`config.mk`:
```
export PLATFORM = sky130hd
export DESIGN_NAME = tftp_write_receiver_unit
export DESIGN_NICKNAME = d
export VERILOG_FILES = /design/src/rtl/twr_pkg.sv /design/src/rtl/twr_fifo.sv /design/src/rtl/twr_front.sv /design/src/rtl/twr_back.sv /design/src/rtl/tftp_write_receiver_unit.sv
export SDC_FILE = /design/constraint.sdc
export NUM_CORES = 1
export LEC_CHECK = 0
export BUFFER_PORTS_ARGS = -buffer_cell sky130_fd_sc_hd__buf_2
export CAP_MARGIN = 15
export CORE_MARGIN = 2
export CORE_UTILIZATION = 54
export CTS_CLUSTER_SIZE = 24
export DETAILED_ROUTE_END_ITERATION = 16
export PLACE_DENSITY = 0.76
export SYNTH_ARGS = -nofsm -noshare
export SYNTH_HDL_FRONTEND = slang
export SYNTH_SLANG_ARGS = --single-unit
```
`constraint.sdc`:
```
create_clock -name i_clk -period 7.8 [get_ports i_clk]
set_input_delay 1.17 -clock i_clk [delete_from_list [all_inputs] [get_ports i_clk]]
set_output_delay 1.17 -clock i_clk [all_outputs]
set_load 0.02 [all_outputs]
```
`src/rtl/twr_pkg.sv`:
```
// ----------------------------------------------------------------------------
// twr_pkg: shared types and constants of the TFTP write receiver
// Holds the request, result and internal command item types, the opcode and
// error code values and the configuration register indexes.
// ----------------------------------------------------------------------------
`default_nettype none

package twr_pkg;

    // Configuration port geometry and register indexes.
    localparam int CFG_IW = 2;
    localparam int CFG_DW = 16;
    localparam logic [CFG_IW-1:0] CFG_ENABLE     = 2'd0;
    localparam logic [CFG_IW-1:0] CFG_TIMEOUT    = 2'd1;
    localparam logic [CFG_IW-1:0] CFG_BLOCK_SIZE = 2'd2;

    // Configuration reset values.
    localparam logic [15:0] TIMEOUT_RST    = 16'd5000;
    localparam logic [10:0] BLOCK_SIZE_RST = 11'd512;

    // Packet framing.
    localparam logic [10:0] MAX_PACKET = 11'd516;
    localparam logic [10:0] MIN_LEN    = 11'd2;
    localparam logic [10:0] HDR_LEN    = 11'd4;

    // TFTP opcodes seen on the receive side.
    localparam logic [15:0] OP_RRQ  = 16'd1;
    localparam logic [15:0] OP_WRQ  = 16'd2;
    localparam logic [15:0] OP_DATA = 16'd3;

    // Reply kinds and TFTP error codes.
    localparam logic        KIND_ACK       = 1'b0;
    localparam logic        KIND_ERROR     = 1'b1;
    localparam logic [15:0] ERR_UNDEF      = 16'd0;
    localparam logic [15:0] ERR_NOT_FOUND  = 16'd1;
    localparam logic [15:0] ERR_ILLEGAL_OP = 16'd4;

    // Queue depths.
    localparam int CMD_DEPTH_DEF = 4;
    localparam int RES_DEPTH_DEF = 2;

    typedef enum logic [2:0] {
        MSG_NONE,
        MSG_TIMEOUT,
        MSG_BAD_NAME,
        MSG_BUSY,
        MSG_NO_XFER,
        MSG_SHORT_PKT,
        MSG_READ_UNSUP,
        MSG_UNSUP_OP
    } t_msg;

    typedef enum logic [2:0] {
        CMD_TICK,
        CMD_WRQ,
        CMD_DATA,
        CMD_RRQ,
        CMD_OTHER
    } t_cmd_kind;

    typedef struct packed {
        logic        req_type;
        logic [15:0] opcode;
        logic [15:0] block_num;
        logic [10:0] pkt_len;
        logic        name_ok;
        logic [31:0] src_addr;
        logic [15:0] src_port;
    } t_req;

    typedef struct packed {
        logic        reply_kind;
        logic [15:0] reply_value;
        logic [2:0]  msg_id;
        logic [31:0] dest_addr;
        logic [15:0] dest_port;
        logic        done_res;
        logic [31:0] total_bytes;
    } t_res;

    // Classified item handed from the front to the back.
    typedef struct packed {
        t_cmd_kind   kind;
        logic        name_ok;
        logic [15:0] block_num;
        logic [10:0] data_len;
        logic        short_pkt;
        logic [31:0] src_addr;
        logic [15:0] src_port;
    } t_cmd;

    // Configuration seen by the back.
    typedef struct packed {
        logic [15:0] timeout_ticks;
        logic [10:0] block_size;
        logic        session_clear;
    } t_cfg;

endpackage

`default_nettype wire

```
`src/rtl/twr_fifo.sv`:
```
// ----------------------------------------------------------------------------
// twr_fifo: small synchronous queue
// Register-based first-in first-out queue with a count, used between the
// front and the back and again in front of the result port.
// ----------------------------------------------------------------------------
`default_nettype none

module twr_fifo #(
    parameter type T     = logic,
    parameter int  DEPTH = 2
) (
    input  wire logic i_clk,
    input  wire logic i_rst_n,
    input  wire logic i_push,
    input  wire T     i_data,
    output logic      o_full,
    input  wire logic i_pop,
    output T          o_data,
    output logic      o_empty
);

    localparam int PtrW = (DEPTH > 1) ? $clog2(DEPTH) : 1;
    localparam int CntW = $clog2(DEPTH + 1);
    localparam logic [PtrW-1:0] LastPtr = PtrW'(DEPTH - 1);

    T                r_mem [DEPTH];
    logic [PtrW-1:0] r_wr_ptr;
    logic [PtrW-1:0] r_rd_ptr;
    logic [CntW-1:0] r_count;
    logic            do_push;
    logic            do_pop;

    assign o_full  = (r_count == CntW'(DEPTH));
    assign o_empty = (r_count == '0);
    assign o_data  = r_mem[r_rd_ptr];
    assign do_push = i_push && !o_full;
    assign do_pop  = i_pop && !o_empty;

    always_ff @(posedge i_clk) begin
        if (do_push) begin
            r_mem[r_wr_ptr] <= i_data;
        end
    end

    always_ff @(posedge i_clk) begin
        if (!i_rst_n) begin
            r_wr_ptr <= '0;
            r_rd_ptr <= '0;
            r_count  <= '0;
        end else begin
            if (do_push) begin
                r_wr_ptr <= (r_wr_ptr == LastPtr) ? '0 : r_wr_ptr + 1'b1;
            end
            if (do_pop) begin
                r_rd_ptr <= (r_rd_ptr == LastPtr) ? '0 : r_rd_ptr + 1'b1;
            end
            if (do_push && !do_pop) begin
                r_count <= r_count + 1'b1;
            end else if (do_pop && !do_push) begin
                r_count <= r_count - 1'b1;
            end
        end
    end

    a_count_bound: assert property (@(posedge i_clk) disable iff (!i_rst_n)
        r_count <= CntW'(DEPTH))
        else $error("queue count above depth");

    a_push_grows: assert property (@(posedge i_clk) disable iff (!i_rst_n)
        (do_push && !do_pop) |=> (r_count == CntW'($past(r_count) + 1'b1)))
        else $error("queue count did not grow on a lone push");

    a_pop_shrinks: assert property (@(posedge i_clk) disable iff (!i_rst_n)
        (do_pop && !do_push) |=> (r_count == CntW'($past(r_count) - 1'b1)))
        else $error("queue count did not shrink on a lone pop");

endmodule

`default_nettype wire

```
`src/rtl/twr_front.sv`:
```
// ----------------------------------------------------------------------------
// twr_front: request classifier
// Accepts request items, drops those that can have no effect and turns the
// rest into commands with the packet length already clipped and decoded.
// ----------------------------------------------------------------------------
`default_nettype none

module twr_front (
    input  wire logic          i_enable,
    input  wire logic          i_push,
    input  wire twr_pkg::t_req i_item,
    input  wire logic          i_cmd_full,
    output logic               o_cmd_push,
    output twr_pkg::t_cmd      o_cmd
);
    import twr_pkg::*;

    logic [10:0] clip_len;
    logic        keep;

    always_comb begin
        clip_len = (i_item.pkt_len > MAX_PACKET) ? MAX_PACKET : i_item.pkt_len;

        // Ticks always go on; headers need at least the opcode bytes.
        keep = i_item.req_type || (i_item.pkt_len >= MIN_LEN);

        o_cmd.name_ok   = i_item.name_ok;
        o_cmd.block_num = i_item.block_num;
        o_cmd.short_pkt = (clip_len < HDR_LEN);
        o_cmd.data_len  = clip_len - HDR_LEN;
        o_cmd.src_addr  = i_item.src_addr;
        o_cmd.src_port  = i_item.src_port;

        if (i_item.req_type) begin
            o_cmd.kind = CMD_TICK;
        end else if (i_item.opcode == OP_WRQ) begin
            o_cmd.kind = CMD_WRQ;
        end else if (i_item.opcode == OP_DATA) begin
            o_cmd.kind = CMD_DATA;
        end else if (i_item.opcode == OP_RRQ) begin
            o_cmd.kind = CMD_RRQ;
        end else begin
            o_cmd.kind = CMD_OTHER;
        end

        // A disabled server swallows every item without a trace.
        o_cmd_push = i_push && !i_cmd_full && i_enable && keep;
    end

endmodule

`default_nettype wire

```
`src/rtl/twr_back.sv`:
```
// ----------------------------------------------------------------------------
// twr_back: session engine
// Owns the transfer session state, executes one command per cycle while the
// reply queue has room, and builds the reply item for it.
// ----------------------------------------------------------------------------
`default_nettype none

module twr_back (
    input  wire logic          i_clk,
    input  wire logic          i_rst_n,
    input  wire twr_pkg::t_cfg i_cfg,
    input  wire twr_pkg::t_cmd i_cmd,
    input  wire logic          i_cmd_valid,
    output logic               o_cmd_pop,
    input  wire logic          i_res_full,
    output logic               o_res_push,
    output twr_pkg::t_res      o_res
);
    import twr_pkg::*;

    logic        r_active;
    logic [15:0] r_last_block;
    logic [31:0] r_byte_total;
    logic [15:0] r_idle;
    logic [31:0] r_client_addr;
    logic [15:0] r_client_port;

    logic        n_active;
    logic [15:0] n_last_block;
    logic [31:0] n_byte_total;
    logic [15:0] n_idle;
    logic [31:0] n_client_addr;
    logic [15:0] n_client_port;

    logic [16:0] idle_inc;
    logic [32:0] sum;
    logic [31:0] sat_total;
    logic        in_order;
    logic        emit;
    logic        end_sess;

    always_comb begin
        idle_inc  = {1'b0, r_idle} + 17'd1;
        sum       = {1'b0, r_byte_total} + 33'(i_cmd.data_len);
        sat_total = sum[32] ? '1 : sum[31:0];
        in_order  = ({1'b0, i_cmd.block_num} == ({1'b0, r_last_block} + 17'd1));

        o_cmd_pop = i_cmd_valid && !i_res_full;

        n_active      = r_active;
        n_last_block  = r_last_block;
        n_byte_total  = r_byte_total;
        n_idle        = r_idle;
        n_client_addr = r_client_addr;
        n_client_port = r_client_port;
        emit          = 1'b0;
        end_sess      = 1'b0;

        o_res.reply_kind  = KIND_ACK;
        o_res.reply_value = '0;
        o_res.msg_id      = MSG_NONE;
        o_res.done_res    = 1'b0;
        o_res.total_bytes = '0;

        if (o_cmd_pop) begin
            if (i_cmd.kind != CMD_TICK) begin
                // Every packet retargets the client, and its reply goes there.
                n_client_addr = i_cmd.src_addr;
                n_client_port = i_cmd.src_port;
            end
            case (i_cmd.kind)
                CMD_TICK: begin
                    if (r_active) begin
                        if (idle_inc > {1'b0, i_cfg.timeout_ticks}) begin
                            emit              = 1'b1;
                            end_sess          = 1'b1;
                            o_res.reply_kind  = KIND_ERROR;
                            o_res.reply_value = ERR_UNDEF;
                            o_res.msg_id      = MSG_TIMEOUT;
                        end else begin
                            n_idle = idle_inc[15:0];
                        end
                    end
                end
                CMD_WRQ: begin
                    emit = 1'b1;
                    if (!i_cmd.name_ok) begin
                        o_res.reply_kind  = KIND_ERROR;
                        o_res.reply_value = ERR_NOT_FOUND;
                        o_res.msg_id      = MSG_BAD_NAME;
                    end else if (r_active) begin
                        o_res.reply_kind  = KIND_ERROR;
                        o_res.reply_value = ERR_UNDEF;
                        o_res.msg_id      = MSG_BUSY;
                    end else begin
                        n_active     = 1'b1;
                        n_last_block = '0;
                        n_byte_total = '0;
                        n_idle       = '0;
                    end
                end
                CMD_DATA: begin
                    emit = 1'b1;
                    if (!r_active) begin
                        o_res.reply_kind  = KIND_ERROR;
                        o_res.reply_value = ERR_UNDEF;
                        o_res.msg_id      = MSG_NO_XFER;
                    end else if (i_cmd.short_pkt) begin
                        end_sess          = 1'b1;
                        o_res.reply_kind  = KIND_ERROR;
                        o_res.reply_value = ERR_UNDEF;
                        o_res.msg_id      = MSG_SHORT_PKT;
                    end else if (!in_order) begin
                        // Repeat the previous acknowledgment.
                        o_res.reply_value = r_last_block;
                    end else begin
                        o_res.reply_value = i_cmd.block_num;
                        n_last_block      = i_cmd.block_num;
                        n_byte_total      = sat_total;
                        n_idle            = '0;
                        if (i_cmd.data_len < i_cfg.block_size) begin
                            end_sess          = 1'b1;
                            o_res.done_res    = 1'b1;
                            o_res.total_bytes = sat_total;
                        end
                    end
                end
                CMD_RRQ: begin
                    emit              = 1'b1;
                    o_res.reply_kind  = KIND_ERROR;
                    o_res.reply_value = ERR_ILLEGAL_OP;
                    o_res.msg_id      = MSG_READ_UNSUP;
                end
                default: begin
                    emit              = 1'b1;
                    o_res.reply_kind  = KIND_ERROR;
                    o_res.reply_value = ERR_ILLEGAL_OP;
                    o_res.msg_id      = MSG_UNSUP_OP;
                end
            endcase
        end

        // The reply carries the client as it stands before the session ends.
        o_res.dest_addr = n_client_addr;
        o_res.dest_port = n_client_port;
        o_res_push      = emit;

        if (end_sess || i_cfg.session_clear) begin
            n_active      = 1'b0;
            n_last_block  = '0;
            n_byte_total  = '0;
            n_idle        = '0;
            n_client_port = '0;
        end
    end

    always_ff @(posedge i_clk) begin
        if (!i_rst_n) begin
            r_active      <= 1'b0;
            r_last_block  <= '0;
            r_byte_total  <= '0;
            r_idle        <= '0;
            r_client_addr <= '0;
            r_client_port <= '0;
        end else begin
            r_active      <= n_active;
            r_last_block  <= n_last_block;
            r_byte_total  <= n_byte_total;
            r_idle        <= n_idle;
            r_client_addr <= n_client_addr;
            r_client_port <= n_client_port;
        end
    end

    a_done_closes: assert property (@(posedge i_clk) disable iff (!i_rst_n)
        (o_res_push && o_res.done_res) |=> (!r_active && r_byte_total == '0))
        else $error("completed transfer left the session open");

    a_timeout_closes: assert property (@(posedge i_clk) disable iff (!i_rst_n)
        (o_res_push && o_res.msg_id == MSG_TIMEOUT) |=> (!r_active && r_idle == '0))
        else $error("timeout left the session open");

    a_push_needs_pop: assert property (@(posedge i_clk) disable iff (!i_rst_n)
        o_res_push |-> (o_cmd_pop && !i_res_full))
        else $error("reply pushed without a command taken");

    a_open_on_wrq: assert property (@(posedge i_clk) disable iff (!i_rst_n)
        (o_cmd_pop && i_cmd.kind == CMD_WRQ && i_cmd.name_ok && !r_active
         && !i_cfg.session_clear) |=> r_active)
        else $error("accepted write request did not open a session");

endmodule

`default_nettype wire

```
`src/rtl/tftp_write_receiver_unit.sv`:
```
// ----------------------------------------------------------------------------
// tftp_write_receiver_unit: receive side of a TFTP write session
// Takes parsed packet headers and millisecond ticks and answers each with at
// most one ACK or ERROR reply item addressed to the current client.
//
// Usage:
//   Request items enter through push/full; one is taken at every edge where
//   push is high and full is low. Reply items leave through empty/pop; the
//   oldest reply sits on o_result while empty is low and is taken at an edge
//   where pop is high. Configuration registers (enable, timeout_ticks,
//   block_size at indexes 0, 1, 2) are written through i_cfg_we/i_cfg_idx/
//   i_cfg_wdata while no item is in flight; a change of enable ends the session.
//   Throughput is one item per cycle while full is low. A reply reaches o_result
//   through two registered queues: the request is stored in the command queue,
//   and the session engine handles it from the head of that queue and writes the
//   reply straight into the reply queue, from which it is popped.
//   When the consumer stops popping, the reply queue fills, the session engine
//   stops taking commands, and after the command queue fills, full rises.
//   Nothing is lost. Synchronous reset empties both queues, clears the session
//   and loads the configuration reset values (server disabled).
// ----------------------------------------------------------------------------
`default_nettype none

module tftp_write_receiver_unit #(
    parameter int CMD_DEPTH = twr_pkg::CMD_DEPTH_DEF,
    parameter int RES_DEPTH = twr_pkg::RES_DEPTH_DEF
) (
    input  wire logic                       i_clk,
    input  wire logic                       i_rst_n,
    input  wire logic                       push,
    output logic                            full,
    input  wire twr_pkg::t_req              i_item,
    output logic                            empty,
    input  wire logic                       pop,
    output twr_pkg::t_res                   o_result,
    input  wire logic                       i_cfg_we,
    input  wire logic [twr_pkg::CFG_IW-1:0] i_cfg_idx,
    input  wire logic [twr_pkg::CFG_DW-1:0] i_cfg_wdata
);
    import twr_pkg::*;

    // Configuration registers.
    logic        r_enable;
    logic [15:0] r_timeout;
    logic [10:0] r_block_size;
    logic        n_enable;
    logic [15:0] n_timeout;
    logic [10:0] n_block_size;
    logic        session_clear;

    // Front to command queue.
    logic cmd_push;
    t_cmd cmd_in;
    logic cmd_full;

    // Command queue to back.
    t_cmd cmd_head;
    logic cmd_empty;
    logic cmd_pop;

    // Back to reply queue.
    t_cfg back_cfg;
    logic res_push;
    t_res res_in;
    logic res_full;

    // Register writes; a write to an index beyond the list does nothing.
    always_comb begin
        n_enable      = r_enable;
        n_timeout     = r_timeout;
        n_block_size  = r_block_size;
        session_clear = 1'b0;
        if (i_cfg_we) begin
            case (i_cfg_idx)
                CFG_ENABLE: begin
                    n_enable      = i_cfg_wdata[0];
                    session_clear = (i_cfg_wdata[0] != r_enable);
                end
                CFG_TIMEOUT: begin
                    n_timeout = i_cfg_wdata;
                end
                CFG_BLOCK_SIZE: begin
                    n_block_size = i_cfg_wdata[10:0];
                end
                default: begin
                    n_enable = r_enable;
                end
            endcase
        end
    end

    always_ff @(posedge i_clk) begin
        if (!i_rst_n) begin
            r_enable     <= 1'b0;
            r_timeout    <= TIMEOUT_RST;
            r_block_size <= BLOCK_SIZE_RST;
        end else begin
            r_enable     <= n_enable;
            r_timeout    <= n_timeout;
            r_block_size <= n_block_size;
        end
    end

    assign back_cfg.timeout_ticks = r_timeout;
    assign back_cfg.block_size    = r_block_size;
    assign back_cfg.session_clear = session_clear;

    // The input queue's full flag is the block's full flag.
    assign full = cmd_full;

    twr_front u_front (
        .i_enable   (r_enable),
        .i_push     (push),
        .i_item     (i_item),
        .i_cmd_full (cmd_full),
        .o_cmd_push (cmd_push),
        .o_cmd      (cmd_in)
    );

    twr_fifo #(
        .T     (t_cmd),
        .DEPTH (CMD_DEPTH)
    ) u_cmd_q (
        .i_clk   (i_clk),
        .i_rst_n (i_rst_n),
        .i_push  (cmd_push),
        .i_data  (cmd_in),
        .o_full  (cmd_full),
        .i_pop   (cmd_pop),
        .o_data  (cmd_head),
        .o_empty (cmd_empty)
    );

    twr_back u_back (
        .i_clk       (i_clk),
        .i_rst_n     (i_rst_n),
        .i_cfg       (back_cfg),
        .i_cmd       (cmd_head),
        .i_cmd_valid (!cmd_empty),
        .o_cmd_pop   (cmd_pop),
        .i_res_full  (res_full),
        .o_res_push  (res_push),
        .o_res       (res_in)
    );

    twr_fifo #(
        .T     (t_res),
        .DEPTH (RES_DEPTH)
    ) u_res_q (
        .i_clk   (i_clk),
        .i_rst_n (i_rst_n),
        .i_push  (res_push),
        .i_data  (res_in),
        .o_full  (res_full),
        .i_pop   (pop),
        .o_data  (o_result),
        .o_empty (empty)
    );

endmodule

`default_nettype wire
```
After elaboration in Yosys (flattened, before gate mapping)
Memories as Yosys holds them, arrays and structs flattened. A register that Yosys moved wholly into a read port is not among the register bits.
Cells that the tools add are included.
Operators by class
  $add $sub $neg: 12
  multipliers: 0
  div/mod/pow operators: 0
  $lt $le $gt $ge: 5
  eq/ne operators: 21
  shifts and indexed selects: 0
  muxes and demuxes: 72
  bitwise gates (word level): 1
  reductions and logical operators: 39
Operators by type and width (count)
  $mux 32: 8
  $mux 16: 13
  $mux 33: 6
  $mux 20: 6
  $pmux 20 s4: 1
  $pmux 32 s2: 1
  $pmux 16 s3: 1
  $add 16x1->17 const B: 2
  $add 32x11->33: 1
  $eq 16x2->1 const B: 2
  $pmux 16 s2: 1
  $mux 3: 7
  $mux 1: 20
  $eq 16x17->1: 1
  $gt 17x16->1: 1
  $eq 16x1->1 const B: 1
  $logic_and 1x1->1: 12
  $mux 2: 6
  $ge 11x2->1 const B: 1
  $gt 11x10->1 const B: 1
  $lt 11x11->1: 1
  $lt 11x3->1 const B: 1
  $mux 11: 1
  $sub 11x3->11 const B: 1
  27 further kinds: 54
Storage, ports and cells
  flip-flop bits (word level): 152
  bits in latches: 0
  bits in writable memories: 522
  ROM bits: 0
  input bits: 116
  output and inout bits: 103
  word-level logic and storage cells: 167
  memories kept: 2
Memory list
  u_cmd_q.r_mem: words 4, bits a word 80, read ports 1, clocked after memory_dff 1, wr ports 1, RTL line twr_fifo.sv:26  | T r_mem [DEPTH];
  u_res_q.r_mem: words 2, bits a word 101, read ports 1, clocked after memory_dff 1, wr ports 1, RTL line twr_fifo.sv:26

Longest topological paths before layout
  depth in word-level cells: 11
  mapped depth: 19
  gate-level depth less buffers: 18

Hierarchy
Synthesis repeated with hierarchy kept, for this count alone.
Second synthesis, totals
  cell total of the unflattened synthesis: 1988
  area total of the unflattened synthesis: 29171.7 µm²
Modules (own cells, without submodules)
  twr_fifo at u_cmd_q: instances 1, cells each 469, area an instance 12106.6 µm², seq. area each 9789.4 µm²
  twr_back: instances 1, cells each 942, area an instance 7552.2 µm², seq. area each 2262.2 µm²
  twr_fifo at u_res_q: instances 1, cells each 339, area an instance 7551.0 µm², seq. area each 6165.9 µm²
  tftp_write_receiver_unit: instances 1, cells each 121, area an instance 1144.8 µm², seq. area each 560.5 µm²
  twr_front: instances 1, cells each 117, area an instance 817.0 µm², seq. area each 0.0 µm²

Worst setup path after synthesis
Ideal clock, no wire load.
  path type: reg2reg
  from: register u_back.r_idle[0]
  to: memory u_res_q.r_mem[0][0] (netlist bit), enable pin
  library setup time: 563 ps
  arrival: 7081 ps
  data required time: 7237 ps
  setup slack: 156 ps
  stages on the path, launching flop included: 16
  path buffers: 1
  period minus slack after synthesis: 7644 ps
  cells stage by stage: dfxtp_1 -> ha_1 -> nand3_1 -> nor2_1 -> and3_1 -> clkbuf_1 -> nand3_1 -> xnor2_1 -> ha_1 -> and3_1 -> and3_1 -> a21bo_2 -> a2bb2oi_1 -> a21o_1 -> a21o_1 -> nor2_1
Between the ends
  longest elaborated chain between the ends: 9
RTL lines
  start: declaration: RTL line twr_back.sv:24  | logic [15:0] r_idle;
  start signal: assignment: RTL line twr_back.sv:169  | r_idle <= n_idle;
  $add 16x1->17: RTL line twr_back.sv:43  | idle_inc = {1'b0, r_idle} + 17'd1;
  $gt 17x16->1: RTL line twr_back.sv:74  | if (idle_inc > {1'b0, i_cfg.timeout_ticks}) begin
  $mux 1: RTL line twr_back.sv:74
  $mux 1: RTL line twr_back.sv:73  | if (r_active) begin
  $mux 1: RTL line twr_back.sv:71  | case (i_cmd.kind)
  $mux 1: RTL line twr_back.sv:65  | if (o_cmd_pop) begin
  $logic_and 1x1->1: RTL line twr_fifo.sv:36  | assign do_push = i_push && !o_full;
  $mux 1: RTL line twr_fifo.sv:40  | if (do_push) begin
  $mux 1 (implied by the code): RTL line twr_fifo.sv:41  | r_mem[r_wr_ptr] <= i_data;
  end: declaration: RTL line twr_fifo.sv:26
Every way passes these cells.

Worst setup path in the final report
  from: register u_back.r_idle[0]
  to: register u_back.r_idle[5]
Between the ends
  longest elaborated chain between the ends: 8
  elaborated cells on any way between the ends: 13
  those cells by class: add/sub (1); order compare (1); eq/ne (1); mux (7); reduce/logical (3)
RTL lines
  $add 16x1->17 *: RTL line twr_back.sv:43
  $gt 17x16->1: RTL line twr_back.sv:74
  $mux 1: RTL line twr_back.sv:74
  $mux 1: RTL line twr_back.sv:73
  $pmux 1 s2: RTL line twr_back.sv:71
  $mux 1: RTL line twr_back.sv:65
  $logic_or 1x1->1: RTL line twr_back.sv:148  | if (end_sess || i_cfg.session_clear) begin
  $reduce_or 2->1 (no source line)
Mark *: on every way between the ends. The rest lies on a longest branch, timed or not. The select of a mux whose other input is x is not followed.
A chain may end at the register's enable or synchronous reset.

==> results.sh <==
export IMPL_netlist_area_mm2=0.02864
export IMPL_overflow=0
export IMPL_critical_path_buf_inv_count=1
export IMPL_finalCritPeriodShare=0.6482
export IMPL_yosysWarningCount=0
export IMPL_period_needed_ps=5056
export IMPL_portBuffers=218
export IMPL_synth_largest_area_cell="edfxtp_1"
export IMPL_wl_per_cell_um=20.99
export IMPL_layout_common_cells="edfxtp_1 (522), buf_2 (218), dfxtp_1 (152)"
export IMPL_drc=0
export IMPL_ys_seq_elements=677
export IMPL_seqCellArea_mm2=0.01879
export IMPL_outcome="finished, final reports clean"
export IMPL_die_h_um=234.3
export IMPL_cts_hold_buffers=0
export IMPL_clock_sinks=677
export IMPL_fillers=3929
export IMPL_multi_input_area_mm2=0.009173
export IMPL_cts_tree="done"
export IMPL_synth_edf_count=522
export IMPL_worstSetupEndpointType="flip-flop"
export IMPL_whs_ps=465.4
export IMPL_wl_met2_mm=29.70
export IMPL_grt_use_total=0.2244
export IMPL_fin_worst_skew_ps=29.33
export IMPL_drt_first_pass_iters=5
export IMPL_die_w_um=234.3
export IMPL_grt_max_degree=74
export IMPL_drive_gt1_frac=0.2795
export IMPL_hold_viol=0
export IMPL_path_max_fanout=46
export IMPL_hold_class="reg -> reg"
export IMPL_yosysSeqAreaShare=0.6556
export IMPL_critPathRequiredTime_ps=8320
export IMPL_rsz0062_at_grt="no"
export IMPL_highest_layer="met5"
export IMPL_start_kind="flip-flop"
export IMPL_root_buffer="clkbuf_16"
export IMPL_grt_pass1_wl_mm=94.00
export IMPL_clock_latency_ps=630
export IMPL_async_reset_ff_frac=0
export IMPL_nets=2319
export IMPL_synth_distinct_cells=90
export IMPL_synth_flop_cell="edfxtp_1"
export IMPL_area_delta_synth_final_pct=13.74
export IMPL_dpl_hpwl_mm=39.06
export IMPL_num_vias=16760
export IMPL_final_common_cell="edfxtp_1"
export IMPL_critPathArrivalTime_ps=5570
export IMPL_core_area_mm2=0.05255
export IMPL_crit_type="reg -> reg"
export IMPL_relSlewSlack=0.2541
export IMPL_path_cells="ha_1, nand3_1, nor2_1, and3_1, nand3_1, xnor2_1, ha_1, and3_1, a221o_1, a221o_1, a2bb2oi_1, a21boi_0, a221o_2, buf_4, nor3_1"
export IMPL_cp_top_family="compound AO/OA/AOI/OAI gates"
export IMPL_post_cts_resized=0
export IMPL_routed_wl_mm=60.95
export IMPL_via_per_inst=5.772
export IMPL_worst_pin_slew_ps=1115
export IMPL_postCtsSetupBuffers=0
export IMPL_first_global_vias=16920
export IMPL_tns_ps=0
export IMPL_cap_violations=0
export IMPL_detail_route_antenna_nets=0
export IMPL_die_area_mm2=0.05490
export IMPL_p_leak_nw=11.56
export IMPL_syn_num_nets=2101
export IMPL_cts_buffers=69
export IMPL_drtIter0Drc=1400
export IMPL_synth_area_top_cells="edfxtp_1 (55%), dfxtp_1 (11%), mux4_2 (6.3%)"
export IMPL_row_count=84
export IMPL_slowest_stage="a221o_2"
export IMPL_vdd_ir_drop_worst_uv=393.9
export IMPL_dr_wl_met3_mm=4.492
export IMPL_syn_inst=1936
export IMPL_powerDensity_mw_per_mm2=345.4
export IMPL_synth_top_area_frac=0.5473
export IMPL_htree_levels=3
export IMPL_drt_met1_wl_mm=24.97
export IMPL_clk_pin_slew_worst_paths_ps=50
export IMPL_maxSlewViolCount=0
export IMPL_setup_viol=0
export IMPL_start_util=0.5450
export IMPL_syn_area_per_cell_um2=14.79
export IMPL_place_congestion=0.8640
export IMPL_grt_antenna_before_repair=12
export IMPL_fmax_mhz=197.8
export IMPL_max_stage_delay_ps=790
export IMPL_clk_path_buf_depth=3
export IMPL_reg2reg_slack_ps=2740
export IMPL_ios=219
[cell type report]
class                           count  area share
Antenna cell                        4   0.0003072
Clock buffer                       95     0.05818
Clock inverter                     33     0.01041
Inverter                           66    0.007604
Multi-Input combinational cell   1099      0.2816
Sequential cell                   677      0.5767
Tap cell                          688     0.02642
Timing Repair Buffer              241     0.03879
[path summary, 6_finish.rpt]
check | end | startpoint | cells past startpoint
setup / recovery | u_back.r_idle[5] | u_back.r_idle[0] | 15
hold / removal | r_timeout[2] | r_timeout[2] | 2
hold reg to reg | r_timeout[2] | r_timeout[2] | 2
setup reg to reg | u_back.r_idle[5] | u_back.r_idle[0] | 15
[sequential cells by signal (all words and copies together), names as in the netlist, 11 cells and up, named ones only]
register	cells
u_back.r_idle	16
u_back.r_client_port	16
u_cmd_q.r_mem	320
u_back.r_last_block	16
u_res_q.r_mem	202
r_block_size	11
u_back.r_client_addr	32
u_back.r_byte_total	32
r_timeout	16
[cells in the mapped netlist, types with 12 or more instances]
library cell	n
inv_1	66
and3_1	29
a21oi_1	93
a21boi_0	28
nor4_1	17
o21ai_0	67
mux4_2	80
dfxtp_1	155
mux2_2	149
xnor2_1	37
or3_1	12
and2_1	51
nand2_1	114
nor3_1	20
a211oi_1	12
nand4_1	15
xor2_1	21
nor2_1	65
mux2i_1	18
edfxtp_1	522
nand3_1	40
clkbuf_1	60
nor2b_1	37
a21o_1	15
ha_1	47
[worst min-delay path, stage by stage (launching register included)]
cell,delay (ps)
dfxtp_1,300
nand2_1,50
a21boi_0,60
[power by group]
part	internal [mW]	switching, mW
registers	4.61	0.206
clock network	1.86	1.38
logic	1.30	1.89
total	7.77	3.48
[kinds of logic (layout without fill, tap and decap cells)]
logic type	Yosys count	in the layout	share of synthesized area
AO/OA/AOI/OAI	294	294	0.06470
XOR/XNOR	63	63	0.02145
adder cells (fa/ha/maj)	49	49	0.02193
buffers and inverters	160	435	0.02507
flip-flops	677	677	0.6556
multiplexers	247	247	0.1278
other	0	4	0
AND/OR/NAND/NOR	446	446	0.08348
[metal layers]
metal  GRT usage  vias up
met5           0        -
met1      0.2869     8310
li1            -     7784
met3     0.05934      119
met4     0.08176       18
met2      0.3703      526
[metrics by stage]
| stage | total power, mW | setup slack [ps] | instances | cell area (um2) | utilization |
|---|---|---|---|---|---|
| 2_1_floorplan | 7.169 | 155.9 | 1936 | 28640 | - |
| 3_3_place_gp | 7.985 | 2835 | 2770 | 30330 | 0.5771 |
| 3_5_place_dp | 8.092 | 2750 | 2770 | 30330 | 0.5771 |
| 4_1_cts | 11.35 | 2737 | 2898 | 32560 | 0.6196 |
| 5_1_grt | 11.75 | 2407 | 2899 | 32570 | 0.6198 |
| 6_report | 11.25 | 2744 | 2903 | 32580 | 0.6200 |
Note: power is estimated with default switching activity, not from simulation.
